==> src/rtl/uvsm_pkg.sv <==
package uvsm_pkg;

   // Widths of the request and result fields.
   localparam int SLICE_W    = 9;
   localparam int ROW_W      = 8;
   localparam int INDEX_W    = 16;
   localparam int RADIUS_W   = 16;
   localparam int POS_W      = 17;
   localparam int NORM_W     = 16;
   localparam int TEX_W      = 16;
   localparam int REQ_DATA_W = 24;
   localparam int RSP_DATA_W = 152;

   // Slice count limits and register defaults.
   localparam logic [SLICE_W-1:0]  MIN_SLICES     = 9'd4;
   localparam logic [SLICE_W-1:0]  MAX_SLICES     = 9'd256;
   localparam logic [SLICE_W-1:0]  SLICES_DEFAULT = 9'd16;
   localparam logic [RADIUS_W-1:0] RADIUS_DEFAULT = 16'd256;

   // Reciprocals that belong to the default slice count of 16.
   localparam logic [31:0] RECIP_S_DEFAULT = 32'h2000_0000;
   localparam logic [30:0] QUOT_S_DEFAULT  = 31'h1000_0000;
   localparam logic [8:0]  REM_S_DEFAULT   = 9'd0;
   localparam logic [30:0] RECIP_P_DEFAULT = 31'h1000_0000;

   // Exponents of the two reciprocals, 2^33/S and 2^31/P.
   localparam int EXP_S = 33;
   localparam int EXP_P = 31;

   localparam int CORDIC_STEPS = 30;
   localparam logic signed [32:0] CORDIC_GAIN = 33'sd652032875;
   localparam logic signed [32:0] Q30_ONE     = 33'sd1073741824;

   localparam logic signed [32:0] ATAN_TURNS [CORDIC_STEPS] = '{
      33'sd536870912, 33'sd316933406, 33'sd167458907, 33'sd85004756,
      33'sd42667331,  33'sd21354465,  33'sd10679838,  33'sd5340245,
      33'sd2670163,   33'sd1335087,   33'sd667544,    33'sd333772,
      33'sd166886,    33'sd83443,     33'sd41722,     33'sd20861,
      33'sd10430,     33'sd5215,      33'sd2608,      33'sd1304,
      33'sd652,       33'sd326,       33'sd163,       33'sd81,
      33'sd41,        33'sd20,        33'sd10,        33'sd5,
      33'sd3,         33'sd1
   };

   typedef enum logic {
      OP_VERTEX = 1'b0,
      OP_QUAD   = 1'b1
   } opcode_type;

   typedef enum logic {
      REG_SLICE_COUNT = 1'b0,
      REG_RADIUS      = 1'b1
   } reg_index_type;

   typedef struct packed {
      logic signed [32:0] x;
      logic signed [32:0] y;
      logic signed [32:0] z;
   } cvec_type;

   typedef struct packed {
      logic signed [31:0] sn;
      logic signed [31:0] cs;
   } sincos_type;

   // Item data that rides along the datapath.
   typedef struct packed {
      opcode_type         op;
      logic               oor;
      logic [INDEX_W-1:0] idx;
      logic [INDEX_W-1:0] bidx;
      logic [TEX_W-1:0]   tex_u;
      logic [TEX_W-1:0]   tex_v;
      logic [1:0]         qa;
      logic [1:0]         qb;
   } side_type;

   function automatic cvec_type cordic_step(cvec_type v, int unsigned k);
      cvec_type           r;
      logic signed [32:0] dx;
      logic signed [32:0] dy;
      dx = v.y >>> k;
      dy = v.x >>> k;
      if (!v.z[32]) begin
         r.x = v.x - dx;
         r.y = v.y + dy;
         r.z = v.z - ATAN_TURNS[k];
      end else begin
         r.x = v.x + dx;
         r.y = v.y - dy;
         r.z = v.z + ATAN_TURNS[k];
      end
      return r;
   endfunction

   function automatic logic signed [31:0] sat_q30(logic signed [32:0] v);
      logic signed [32:0] t;
      if (v > Q30_ONE) begin
         t = Q30_ONE;
      end else if (v < -Q30_ONE) begin
         t = -Q30_ONE;
      end else begin
         t = v;
      end
      return t[31:0];
   endfunction

   // Quadrant unfolding of a first-quadrant rotation result.
   function automatic sincos_type quad_map(cvec_type v, logic [1:0] q);
      sincos_type         r;
      logic signed [31:0] xc;
      logic signed [31:0] yc;
      xc = sat_q30(v.x);
      yc = sat_q30(v.y);
      case (q)
         2'd0: begin
            r.cs = xc;
            r.sn = yc;
         end
         2'd1: begin
            r.cs = -yc;
            r.sn = xc;
         end
         2'd2: begin
            r.cs = -xc;
            r.sn = -yc;
         end
         default: begin
            r.cs = yc;
            r.sn = -xc;
         end
      endcase
      return r;
   endfunction

   // Round a Q2.60 product back to Q1.30, half up, and saturate.
   function automatic logic signed [31:0] round_prod(logic signed [63:0] p);
      logic signed [63:0] t;
      t = (p + 64'sd536870912) >>> 30;
      if (t > 64'sd1073741824) begin
         t = 64'sd1073741824;
      end else if (t < -64'sd1073741824) begin
         t = -64'sd1073741824;
      end
      return t[31:0];
   endfunction

   function automatic logic signed [POS_W-1:0] round_pos(logic signed [48:0] p);
      logic signed [48:0] t;
      t = (p + 49'sd536870912) >>> 30;
      if (t > 49'sd65535) begin
         t = 49'sd65535;
      end else if (t < -49'sd65535) begin
         t = -49'sd65535;
      end
      return t[POS_W-1:0];
   endfunction

   function automatic logic signed [NORM_W-1:0] round_norm(logic signed [31:0] q);
      logic signed [31:0] t;
      t = (q + 32'sd32768) >>> 16;
      if (t > 32'sd16384) begin
         t = 32'sd16384;
      end else if (t < -32'sd16384) begin
         t = -32'sd16384;
      end
      return t[NORM_W-1:0];
   endfunction

endpackage

==> src/rtl/uvsm_recip.sv <==
module uvsm_recip #(
   parameter int EXP = 33
) (
   input  logic                         clock,
   input  logic                         reset,
   input  logic                         start,
   input  logic [uvsm_pkg::SLICE_W-1:0] divisor,
   output logic                         busy,
   output logic                         done,
   output logic [EXP-1:0]               quot,
   output logic [uvsm_pkg::SLICE_W-1:0] rem
);
   import uvsm_pkg::*;

   localparam int CW = $clog2(EXP + 1);

   logic [CW-1:0]      cnt_ff;
   logic               done_ff;
   logic [SLICE_W-1:0] rem_ff;
   logic [EXP-1:0]     quot_ff;
   logic [SLICE_W:0]   trial;
   logic               fits;

   // Restoring division of 2^EXP by the divisor, one quotient bit a cycle.
   // The leading one of the dividend is preloaded into the remainder.
   assign trial = {rem_ff, 1'b0};
   assign fits  = trial >= {1'b0, divisor};

   always_ff @(posedge clock) begin
      if (reset) begin
         cnt_ff  <= '0;
         done_ff <= 1'b0;
      end else if (start) begin
         cnt_ff  <= CW'(EXP);
         done_ff <= 1'b0;
      end else begin
         done_ff <= cnt_ff == CW'(1);
         if (cnt_ff != '0) begin
            cnt_ff <= cnt_ff - CW'(1);
         end
      end
   end

   always_ff @(posedge clock) begin
      if (start) begin
         rem_ff  <= SLICE_W'(1);
         quot_ff <= '0;
      end else if (cnt_ff != '0) begin
         rem_ff  <= fits ? SLICE_W'(trial - {1'b0, divisor}) : trial[SLICE_W-1:0];
         quot_ff <= {quot_ff[EXP-2:0], fits};
      end
   end

   assign busy = cnt_ff != '0;
   assign done = done_ff;
   assign quot = quot_ff;
   assign rem  = rem_ff;

endmodule

==> config.mk <==
export PLATFORM = sky130hd
export DESIGN_NAME = uvsm_recip
export DESIGN_NICKNAME = d
export VERILOG_FILES = /design/src/rtl/uvsm_pkg.sv /design/src/rtl/uvsm_recip.sv
export SDC_FILE = /design/constraint.sdc
export NUM_CORES = 1
export LEC_CHECK = 0
export ABC_CLOCK_PERIOD_IN_PS = 2500
export BUFFER_PORTS_ARGS = -buffer_cell sky130_fd_sc_hd__buf_2
export CAP_MARGIN = 25
export CELL_PAD_IN_SITES_DETAIL_PLACEMENT = 0
export CELL_PAD_IN_SITES_GLOBAL_PLACEMENT = 2
export CORE_MARGIN = 3
export CORE_UTILIZATION = 30
export DETAILED_ROUTE_END_ITERATION = 16
export PLACE_DENSITY_LB_ADDON = 0.1
export REMOVE_ABC_BUFFERS = 1
export SETUP_SLACK_MARGIN = 0.5
export SLEW_MARGIN = 30
export SYNTH_ARGS = -nofsm -noshare
export SYNTH_HDL_FRONTEND = slang
export SYNTH_SLANG_ARGS = --single-unit
==> constraint.sdc <==
create_clock -name clock -period 2.5 [get_ports clock]
set_input_delay 0.125 -clock clock [delete_from_list [all_inputs] [get_ports clock]]
set_output_delay 0.125 -clock clock [all_outputs]
set_load 0.01 [all_outputs]
* Yosys cells after proc, flatten, opt, wreduce, memory -nomap -nowiden *
Index checks and enable logic that the tools add are counted.

word-level totals
  flip-flop bits (word level) = 49
  input bits = 12
  output and inout port bits = 44
  logic and storage cells = 15

operators by class
  $add $sub $neg = 2
  $lt $le $gt $ge = 1
  equal/unequal tests = 1
  mux-type cells = 3
  reduce and logical (&&, ||, !) cells = 3

operators with widths
  operator               number
  $mux W6                2
  $ge A10 B9 Y1          1
  $mux W9                1
  $sub A9 B9 Y9          1
  $eq A6 B1 Y1 const B   1
  $reduce_bool A6 Y1     1
  $sub A6 B1 Y6 const B  1
  $reduce_bool A2 Y1     1
  $reduce_or A2 Y1       1

* Longest topological paths before layout *
Gate-level depths: netlist of the first run.

  depth in word-level cells = 3
  depth in mapped cells = 9
  gate-level depth less buffers = 8

* Least setup slack after synthesis of the first run *
OpenSTA, ideal clock, no wires.

  kind = flip-flop to flip-flop
  from = reg rem_ff[0] (netlist: rem[0])
  to = reg rem_ff[6] (netlist: rem[6])
  library setup time = 91 ps
  arrival time = 2117 ps
  data required time = 2409 ps
  setup slack = 292 ps
  stages on the path, launching flop included = 8
  buffers on the path = 0
  period minus slack after synthesis = 2208 ps
  cell sequence = dfxtp_1 inv_1 fa_1 nand2b_1 a211oi_2 o31ai_4 or3_1 a311oi_1

between the ends
  word-level cells in the longest chain between the ends = 2
  elaborated cells on any way between the ends = 3
  those cells by class = add/sub (1); order compare (1); mux (1)

RTL lines
  what                                                   RTL line                            RTL
  from (decl)                                            uvsm_recip.sv:19                    logic [SLICE_W-1:0] rem_ff;
  from (signal assigned)                                 uvsm_recip.sv:49                    rem_ff <= fits ? SLICE_W'(trial - {1'b0, divisor}) : trial[SLICE_W-1:0];
  $sub A9 B9 Y9 / $ge A10 B9 Y1 (equally long branches)  uvsm_recip.sv:49, uvsm_recip.sv:27
  $mux W9 (*)                                            uvsm_recip.sv:49

Every way passes the cells marked *; elsewhere a longest branch is shown, timed or not.
A chain may end at the register's enable or synchronous reset.

* Worst setup path in the final report of the first run *
  from = reg rem_ff[1] (netlist: rem[1])
  to = reg rem_ff[8] (netlist: rem[8])

The elaborated chain is that of the path after synthesis.

==> results of run 1 <==
-- report_power, final --
group	leakage, nW	internal, mW	switching (mW)	total (mW)
clock	0.0585	0.301	0.285	0.586
sequential	0.401	0.878	0.0950	0.973
combinational	0.962	0.776	0.780	1.56
-- final timing paths --
kind                            end  slack, ps  cells past startpoint
max             rem[8]$_SDFFE_PP0N_        410                      8
min reg2reg   quot[32]$_SDFFE_PP0N_        460                      2
max reg2reg     rem[8]$_SDFFE_PP0N_        410                      8
min          cnt_ff[0]$_SDFFE_PP0P_         20                      2
-- flip-flops by register name (all words and copies together), names as in the netlist --
| name | flops |
|---|---|
| done | 1 |
| cnt_ff | 6 |
| quot | 33 |
| rem | 9 |
-- kinds of logic (layout without fill, tap and decap cells) --
group           after synthesis  in the layout  share of synthesized area [%]
simple gates                115            115                           21.9
mux                           5              5                           2.14
buf+inv                      31            101                           5.46
fa+ha+maj                    13             13                           7.28
compound gates               68             69                           18.7
flops                        49             49                           41.9
xor+xnor                      7              7                           2.62
-- per-layer routing --
layer | share of wire [%] | global-route usage (%) | up-vias
met3 | 3.3 | 3.04 | 2
met5 | 0 | 0 | -
met1 | 51 | 20.3 | 1016
li1 | - | - | 1129
met4 | 0.53 | 3.13 | 0
met2 | 46 | 21.9 | 31
-- repair_timing --
action	CTS	global route
buffers inserted	11	4
pin swaps	8	12
gates resized for setup	34	21
gates cloned	1	1
setup endpoints to repair	11	12
-- worst max-delay path, cell delays in order (launching register included) --
cell and delay, ps:
dfxtp_4 380, ha_4 250, nand2b_4 90, a211oi_4 60
buf_6 130, buf_6 110, or4_4 460, a221o_1 330
o31ai_1 200
-- final cells by class --
type                            count  area [um2]  area share [%]
Clock buffer                        5        68.8            2.12
Clock inverter                      3        43.8            1.35
Inverter                           15        60.1            1.85
Multi-Input combinational cell    209        1450            44.6
Sequential cell                    49         996            30.7
Tap cell                           99         124            3.81
Timing Repair Buffer               78         508            15.6
-- cell usage after synthesis (2+ instances only) --
cell       instances  area, um2
nand2_1           70        263
dfxtp_1           49        981
a21oi_1           42        210
inv_1             14       52.6
nor2_1            14       52.6
clkbuf_1          12       45.0
ha_1              12        150
and3_1             7       43.8
a211oi_1           5       37.5
mux2i_1            5       50.1
nor3_1             5       25.0
nand3_1            4       20.0
xor2_1             4       35.0
a21o_1             3       22.5
buf_2              3       15.0
o31ai_1            3       22.5
xnor2_1            3       26.3
a2111oi_0          2       17.5
a211o_1            2       17.5
a311oi_1           2       17.5
nand2b_1           2       12.5
nand4b_1           2       17.5
nor4_1             2       12.5
o21a_1             2       15.0
or4_1              2       15.0
-- through the flow --
step | std cells | hold slack (ps) | area (um2)
global placement | 433 | 336 | 2720
CTS | 453 | 11.9 | 3090
detailed placement | 433 | 336 | 2720
floorplan | 272 | 194 | 2270
global route | 458 | 24.6 | 3250
finish | 458 | 18.7 | 3250
==> run summary, run 1 <==
CTS
--------------------------------------------------------------------------------------------------------
CTS tree                                                                                            done
Clk sink count                                                                                        49
Total CTS buffers                                                                                      5
Longest Clk Path Bufs                                                                                  2
Worst skew pair latency                                                                           300 ps
H-tree levels                                                                                          2
Post-cts hold buffer count                                                                             0
Root buffer cell                                                                                clkbuf_8
Post-CTS clock slew at the launch and capture registers of the worst setup and hold paths          90 ps

WORST SETUP PATH
--------------------------------------------------------------------------------------------------------
Worst Setup End Kind                                                                                flop
Kind of critical path                                                                         reg -> reg
Data arrival, critical path                                                                      2310 ps
Launch point of the worst path                                                              rem[1]$_SDFFE_PP0N_
Launching point of the worst reg2reg path                                                   rem[1]$_SDFFE_PP0N_
Worst EP required                                                                                2710 ps
Worst setup SP type                                                                                 flop
Highest net fanout along the worst path                                                                5

GLOBAL ROUTE
--------------------------------------------------------------------------------------------------------
Vias in the first global route                                                                      2053
Total global routing track utilization                                                             14.2%
Largest net degree at the start of global routing                                                     34
Number of antenna violations at the first check in global routing                                      0
Global-route wire length before repair                                                           10.2 mm
Total congestion overflow after global routing                                                         0

STA
--------------------------------------------------------------------------------------------------------
Final Hold Violating Endpoints                                                                         0
Final clock period utilization by the worst path                                                   83.8%
Final TNS setup                                                                                     0 ps
Maximum achievable frequency                                                                   0.477 GHz
Time the final worst path needs with I/O delays and setup                                        2090 ps
Relative slew margins                                                                              70.6%
Setup repair after global routing missed its margin                                                 true
Clock skew after layout                                                                          9.91 ps
Final-report max-slew violation count                                                                  0
Slew of the pin with the lowest slew margin                                                       441 ps
Total of endpoints with negative setup slack in the final report                                       0
Smallest setup slack after layout                                                                 405 ps

PLACED DESIGN
--------------------------------------------------------------------------------------------------------
Post-Place Worst Slack                                                                           66.3 ps
Detailed placement HPWL                                                                          3.96 mm
Weighted congestion at the end of routability-driven global placement                              0.756
PortBufs                                                                                              55

FLOW RUN
--------------------------------------------------------------------------------------------------------
Max-capacitance violation count                                                                        0

YOSYS
--------------------------------------------------------------------------------------------------------
Post-synth EDFFs                                                                                       0
Count of cell types in the netlist                                                                    42
Fraction of registers with async set or reset after synthesis                                         0%
Portion of the post-synthesis area used by sequential elements                                     41.9%
Count of mapped cells out of synthesis                                                               288
Yosys reg bits                                                                                        49
Syn avg cell area                                                                               8.12 um2
Dominant synthesized flop cell                                                                   dfxtp_1
Synth Warn #                                                                                           0
Netlist Area Pre-Place                                                                          2340 um2

MIN PATH
--------------------------------------------------------------------------------------------------------
Beginning of the worst hold path                                                                   reset
Worst Hold Class                                                                               in -> reg

ROUTING
--------------------------------------------------------------------------------------------------------
Average wire per standard cell                                                                   13.9 um
Number of violations reported at the end of detailed-routing iteration 0                              75
Count of TritonRoute iterations in the first routing pass                                              4
Antenna viol nets, final                                                                               0
Remaining DRCs                                                                                         0
Final Routed Wirelength                                                                          6.36 mm
Via density per instance                                                                            4.76
Detailed-route via count                                                                            2178

POWER AND IR DROP
--------------------------------------------------------------------------------------------------------
Static leakage power                                                                             1.42 nW
Largest voltage drop on the vdd net                                                           0.000373 V
Cell Pwr Density                                                                              959 nW/um2
Overall power after layout                                                                       3.11 mW

LAYOUT
--------------------------------------------------------------------------------------------------------
Nets                                                                                                 383
Most common cell after layout, fill and taps aside                                               nand2_1
# diodes                                                                                               0
Final design utilization                                                                           43.8%
Layout fillers                                                                                       793
Share of cells above drive strength 1                                                              34.3%
Most frequent cells in the layout                                                           68 x nand2_1, 55 x buf_2, 41 x dfxtp_1, 40 x a21oi_1, 14 x buf_4
Area Growth Syn to Fin                                                                             38.9%

DIE
--------------------------------------------------------------------------------------------------------
Std-Cell Core Area                                                                              7410 um2
Initial standard-cell utilization of the core                                                      31.6%
Height of the chip                                                                               94.3 um
Die W                                                                                            94.3 um
Die outline area                                                                                8890 um2
Number of ports placed on the die boundary                                                            56
# rows                                                                                                31

RUN STATUS
--------------------------------------------------------------------------------------------------------
Result of the run                                                                           finished clean

Note: power is estimated with default switching activity, not from simulation.
==> run 2: changes to the inputs <==
--- a/config.mk
+++ b/config.mk
@@ -5,7 +5,7 @@
 export SDC_FILE = /design/constraint.sdc
 export NUM_CORES = 1
 export LEC_CHECK = 0
-export ABC_CLOCK_PERIOD_IN_PS = 2500
+export ABC_CLOCK_PERIOD_IN_PS = 2000
 export BUFFER_PORTS_ARGS = -buffer_cell sky130_fd_sc_hd__buf_2
 export CAP_MARGIN = 25
 export CELL_PAD_IN_SITES_DETAIL_PLACEMENT = 0
==> constraint.sdc (replaced) <==
create_clock -name clock -period 2 [get_ports clock]
set_input_delay 0.1 -clock clock [delete_from_list [all_inputs] [get_ports clock]]
set_output_delay 0.1 -clock clock [all_outputs]
set_load 0.01 [all_outputs]
==> run summary, run 2 (synthesis gave the netlist of run 1 again) <==
LAYOUT
--------------------------------------------------------------------------------------------------------
Most common cell after layout, fill and taps aside                                                 buf_2
Most frequent cells in the layout                                                           54 x buf_2, 43 x dfxtp_1, 39 x nand2_1, 32 x buf_4, 24 x a21oi_1
Area Growth Syn to Fin                                                                             65.9%
Final design utilization                                                                           52.4%   +8.5 points
Area of combinational cells with multiple inputs                                                1620 um2   +12%
Share of cells above drive strength 1                                                              50.3%   +16 points
Layout fillers                                                                                       746   -5.9%
Nets                                                                                                 418   +9.1%
Area taken by flip-flops and latches                                                             991 um2   -0.50%
Max reg flops                                                                                         33   unchanged
# diodes                                                                                               0   unchanged

GLOBAL ROUTE
--------------------------------------------------------------------------------------------------------
Total congestion overflow after global routing                                                         0   unchanged
Global-route wire length before repair                                                           10.6 mm   +3.1%
Number of antenna violations at the first check in global routing                                      0   unchanged
Vias in the first global route                                                                      2107   +2.6%
Total global routing track utilization                                                             15.2%   +1.0 points
Largest net degree at the start of global routing                                                     41   +21%

ROUTING
--------------------------------------------------------------------------------------------------------
Count of TritonRoute iterations in the first routing pass                                              4   unchanged
Average wire per standard cell                                                                   14.8 um   +6.3%
Number of violations reported at the end of detailed-routing iteration 0                              34   -55%
Detailed-route via count                                                                            2371   +8.9%
Antenna viol nets, final                                                                               0   unchanged
Final Routed Wirelength                                                                          7.28 mm   +14%
Via density per instance                                                                            4.81   +1.1%
Remaining DRCs                                                                                         0   unchanged

DIE
--------------------------------------------------------------------------------------------------------
Number of ports placed on the die boundary                                                            56   unchanged
Die W                                                                                            94.3 um   unchanged
# rows                                                                                                31   unchanged
Die outline area                                                                                8890 um2   unchanged
Initial standard-cell utilization of the core                                                      31.6%   unchanged
Height of the chip                                                                               94.3 um   unchanged
Std-Cell Core Area                                                                              7410 um2   unchanged

RUN STATUS
--------------------------------------------------------------------------------------------------------
Result of the run                                                                           finished, violations left
Violated checks                                                                             negative setup slack

POWER AND IR DROP
--------------------------------------------------------------------------------------------------------
Clock share of power                                                                               15.3%   -3.5 points
Largest voltage drop on the vdd net                                                           0.000517 V   +38%
Static leakage power                                                                             1.76 nW   +24%
Switching power total                                                                            1.62 mW   +40%
Internal power of the cells                                                                      2.65 mW   +35%
Sequential fraction of design power                                                                27.4%   -3.8 points
Cell Pwr Density                                                                             1100 nW/um2   +15%
Part of the power in combinational logic                                                           57.3%   +7.3 points
Net Sw Frac                                                                                        38.0%   +0.76 points

PLACED DESIGN
--------------------------------------------------------------------------------------------------------
Weighted congestion at the end of routability-driven global placement                              0.773   +2.3%
PortBufs                                                                                              55   unchanged
Detailed placement HPWL                                                                          4.21 mm   +6.3%

CTS
--------------------------------------------------------------------------------------------------------
Total CTS buffers                                                                                      5   unchanged
CTS tree                                                                                            done
Worst skew pair latency                                                                           320 ps   +20 ps
Root buffer cell                                                                                clkbuf_8
Longest Clk Path Bufs                                                                                  2   unchanged
Post-CTS clock slew at the launch and capture registers of the worst setup and hold paths         100 ps   about the same
Clk sink count                                                                                        49   unchanged
H-tree levels                                                                                          2   unchanged

STA
--------------------------------------------------------------------------------------------------------
Smallest setup slack after layout                                                               -88.1 ps   -493 ps
Maximum achievable frequency                                                                   0.479 GHz   +0.32%
Final clock period utilization by the worst path                                                    104%   +21 points
Setup repair after global routing missed its margin                                                 true
Total of endpoints with negative setup slack in the final report                                       3   +3
Final-report max-slew violation count                                                                  0   unchanged
Relative slew margins                                                                              70.2%   -0.36 points
Final Hold Violating Endpoints                                                                         0   unchanged
Hold slack                                                                                       94.0 ps   +75.3 ps
Slew of the pin with the lowest slew margin                                                       436 ps   -5.89 ps
Clock skew after layout                                                                          10.1 ps   +0.231 ps
Time the final worst path needs with I/O delays and setup                                        2090 ps   -6.66 ps

WORST SETUP PATH
--------------------------------------------------------------------------------------------------------
Worst EP required                                                                                2230 ps   -480 ps
Highest net fanout along the worst path                                                                4   -1
Worst Setup End Kind                                                                                flop
Worst setup SP type                                                                                 flop
Kind of critical path                                                                         reg -> reg
Data arrival, critical path                                                                      2320 ps   about the same

FLOW RUN
--------------------------------------------------------------------------------------------------------
Max-capacitance violation count                                                                        0   unchanged

MIN PATH
--------------------------------------------------------------------------------------------------------
Worst Hold Class                                                                               in -> reg

-- run 2: final cells by class --
type                    instances  area share, %
clock buffers                   5           1.77
flip-flops and latches         49           25.5
well taps                      99           3.19
multi-input cells             208           41.7
clock inverters                 3          0.677
repair buffers                114           25.3
inverters                      15           1.77
-- run 2: final timing paths --
path	slack [ps]	start	cells after the start	endpoint
max	-90	rem[0]$_SDFFE_PP1N_	9	rem[8]$_SDFFE_PP0N_
min	90	divisor[0]	3	rem[0]$_SDFFE_PP1N_
max reg2reg	-90	rem[0]$_SDFFE_PP1N_	9	rem[8]$_SDFFE_PP0N_
min reg2reg	460	quot[14]$_SDFFE_PP0N_	2	quot[15]$_SDFFE_PP0N_
-- run 2: what timing repair did --
action | in CTS | in global routing
setup buffers | 4 | 13
hold buffers | 1 | 0
endpoints found under the setup margin | 44 | 48
pin swaps | 3 | 38
gates cloned | 2 | 6
hold endpoints to repair | 2 | 0
gates resized for setup | 33 | 96
-- run 2: per-stage QoR --
step           power [mW]  std cells  area, um2  worst slack, ps  setup TNS (ps)
6_report             4.27        493       3880            -88.1            -133
4_1_cts              3.77        474       3280             -124            -293
3_5_place_dp         2.77        459       2930             -225            -450
5_1_grt              4.55        493       3880             -190            -884
2_1_floorplan        2.07        272       2270            -1240          -44970
3_3_place_gp         2.79        459       2930             -169            -403
-- run 2: critical path: stages (launching register included) --
cell and delay (ps):
dfxtp_2 330, inv_1 60, fa_2 200, nand2b_4 140, a211oi_4 70, buf_4 140
buf_6 110, or4_1 460, a221o_1 320, o31ai_1 180
-- run 2: per-layer routing --
metal  track usage [%]  share of wire [%]
met5                 0                  0
met4              4.33                1.1
met3              2.80                2.7
met2              24.8                 49
met1              20.5                 48
-- run 2: power groups by stage --
| stage | clock [mW] | combinational (mW) | sequential, mW |
|---|---|---|---|
| 4_1_cts | 0.674 | 1.94 | 1.16 |
| 3_5_place_dp | 0 | 1.61 | 1.16 |
| 5_1_grt | 0.711 | 2.65 | 1.19 |
| 6_report | 0.652 | 2.45 | 1.17 |
| 3_3_place_gp | 0 | 1.63 | 1.16 |
| 2_1_floorplan | 0 | 0.854 | 1.22 |
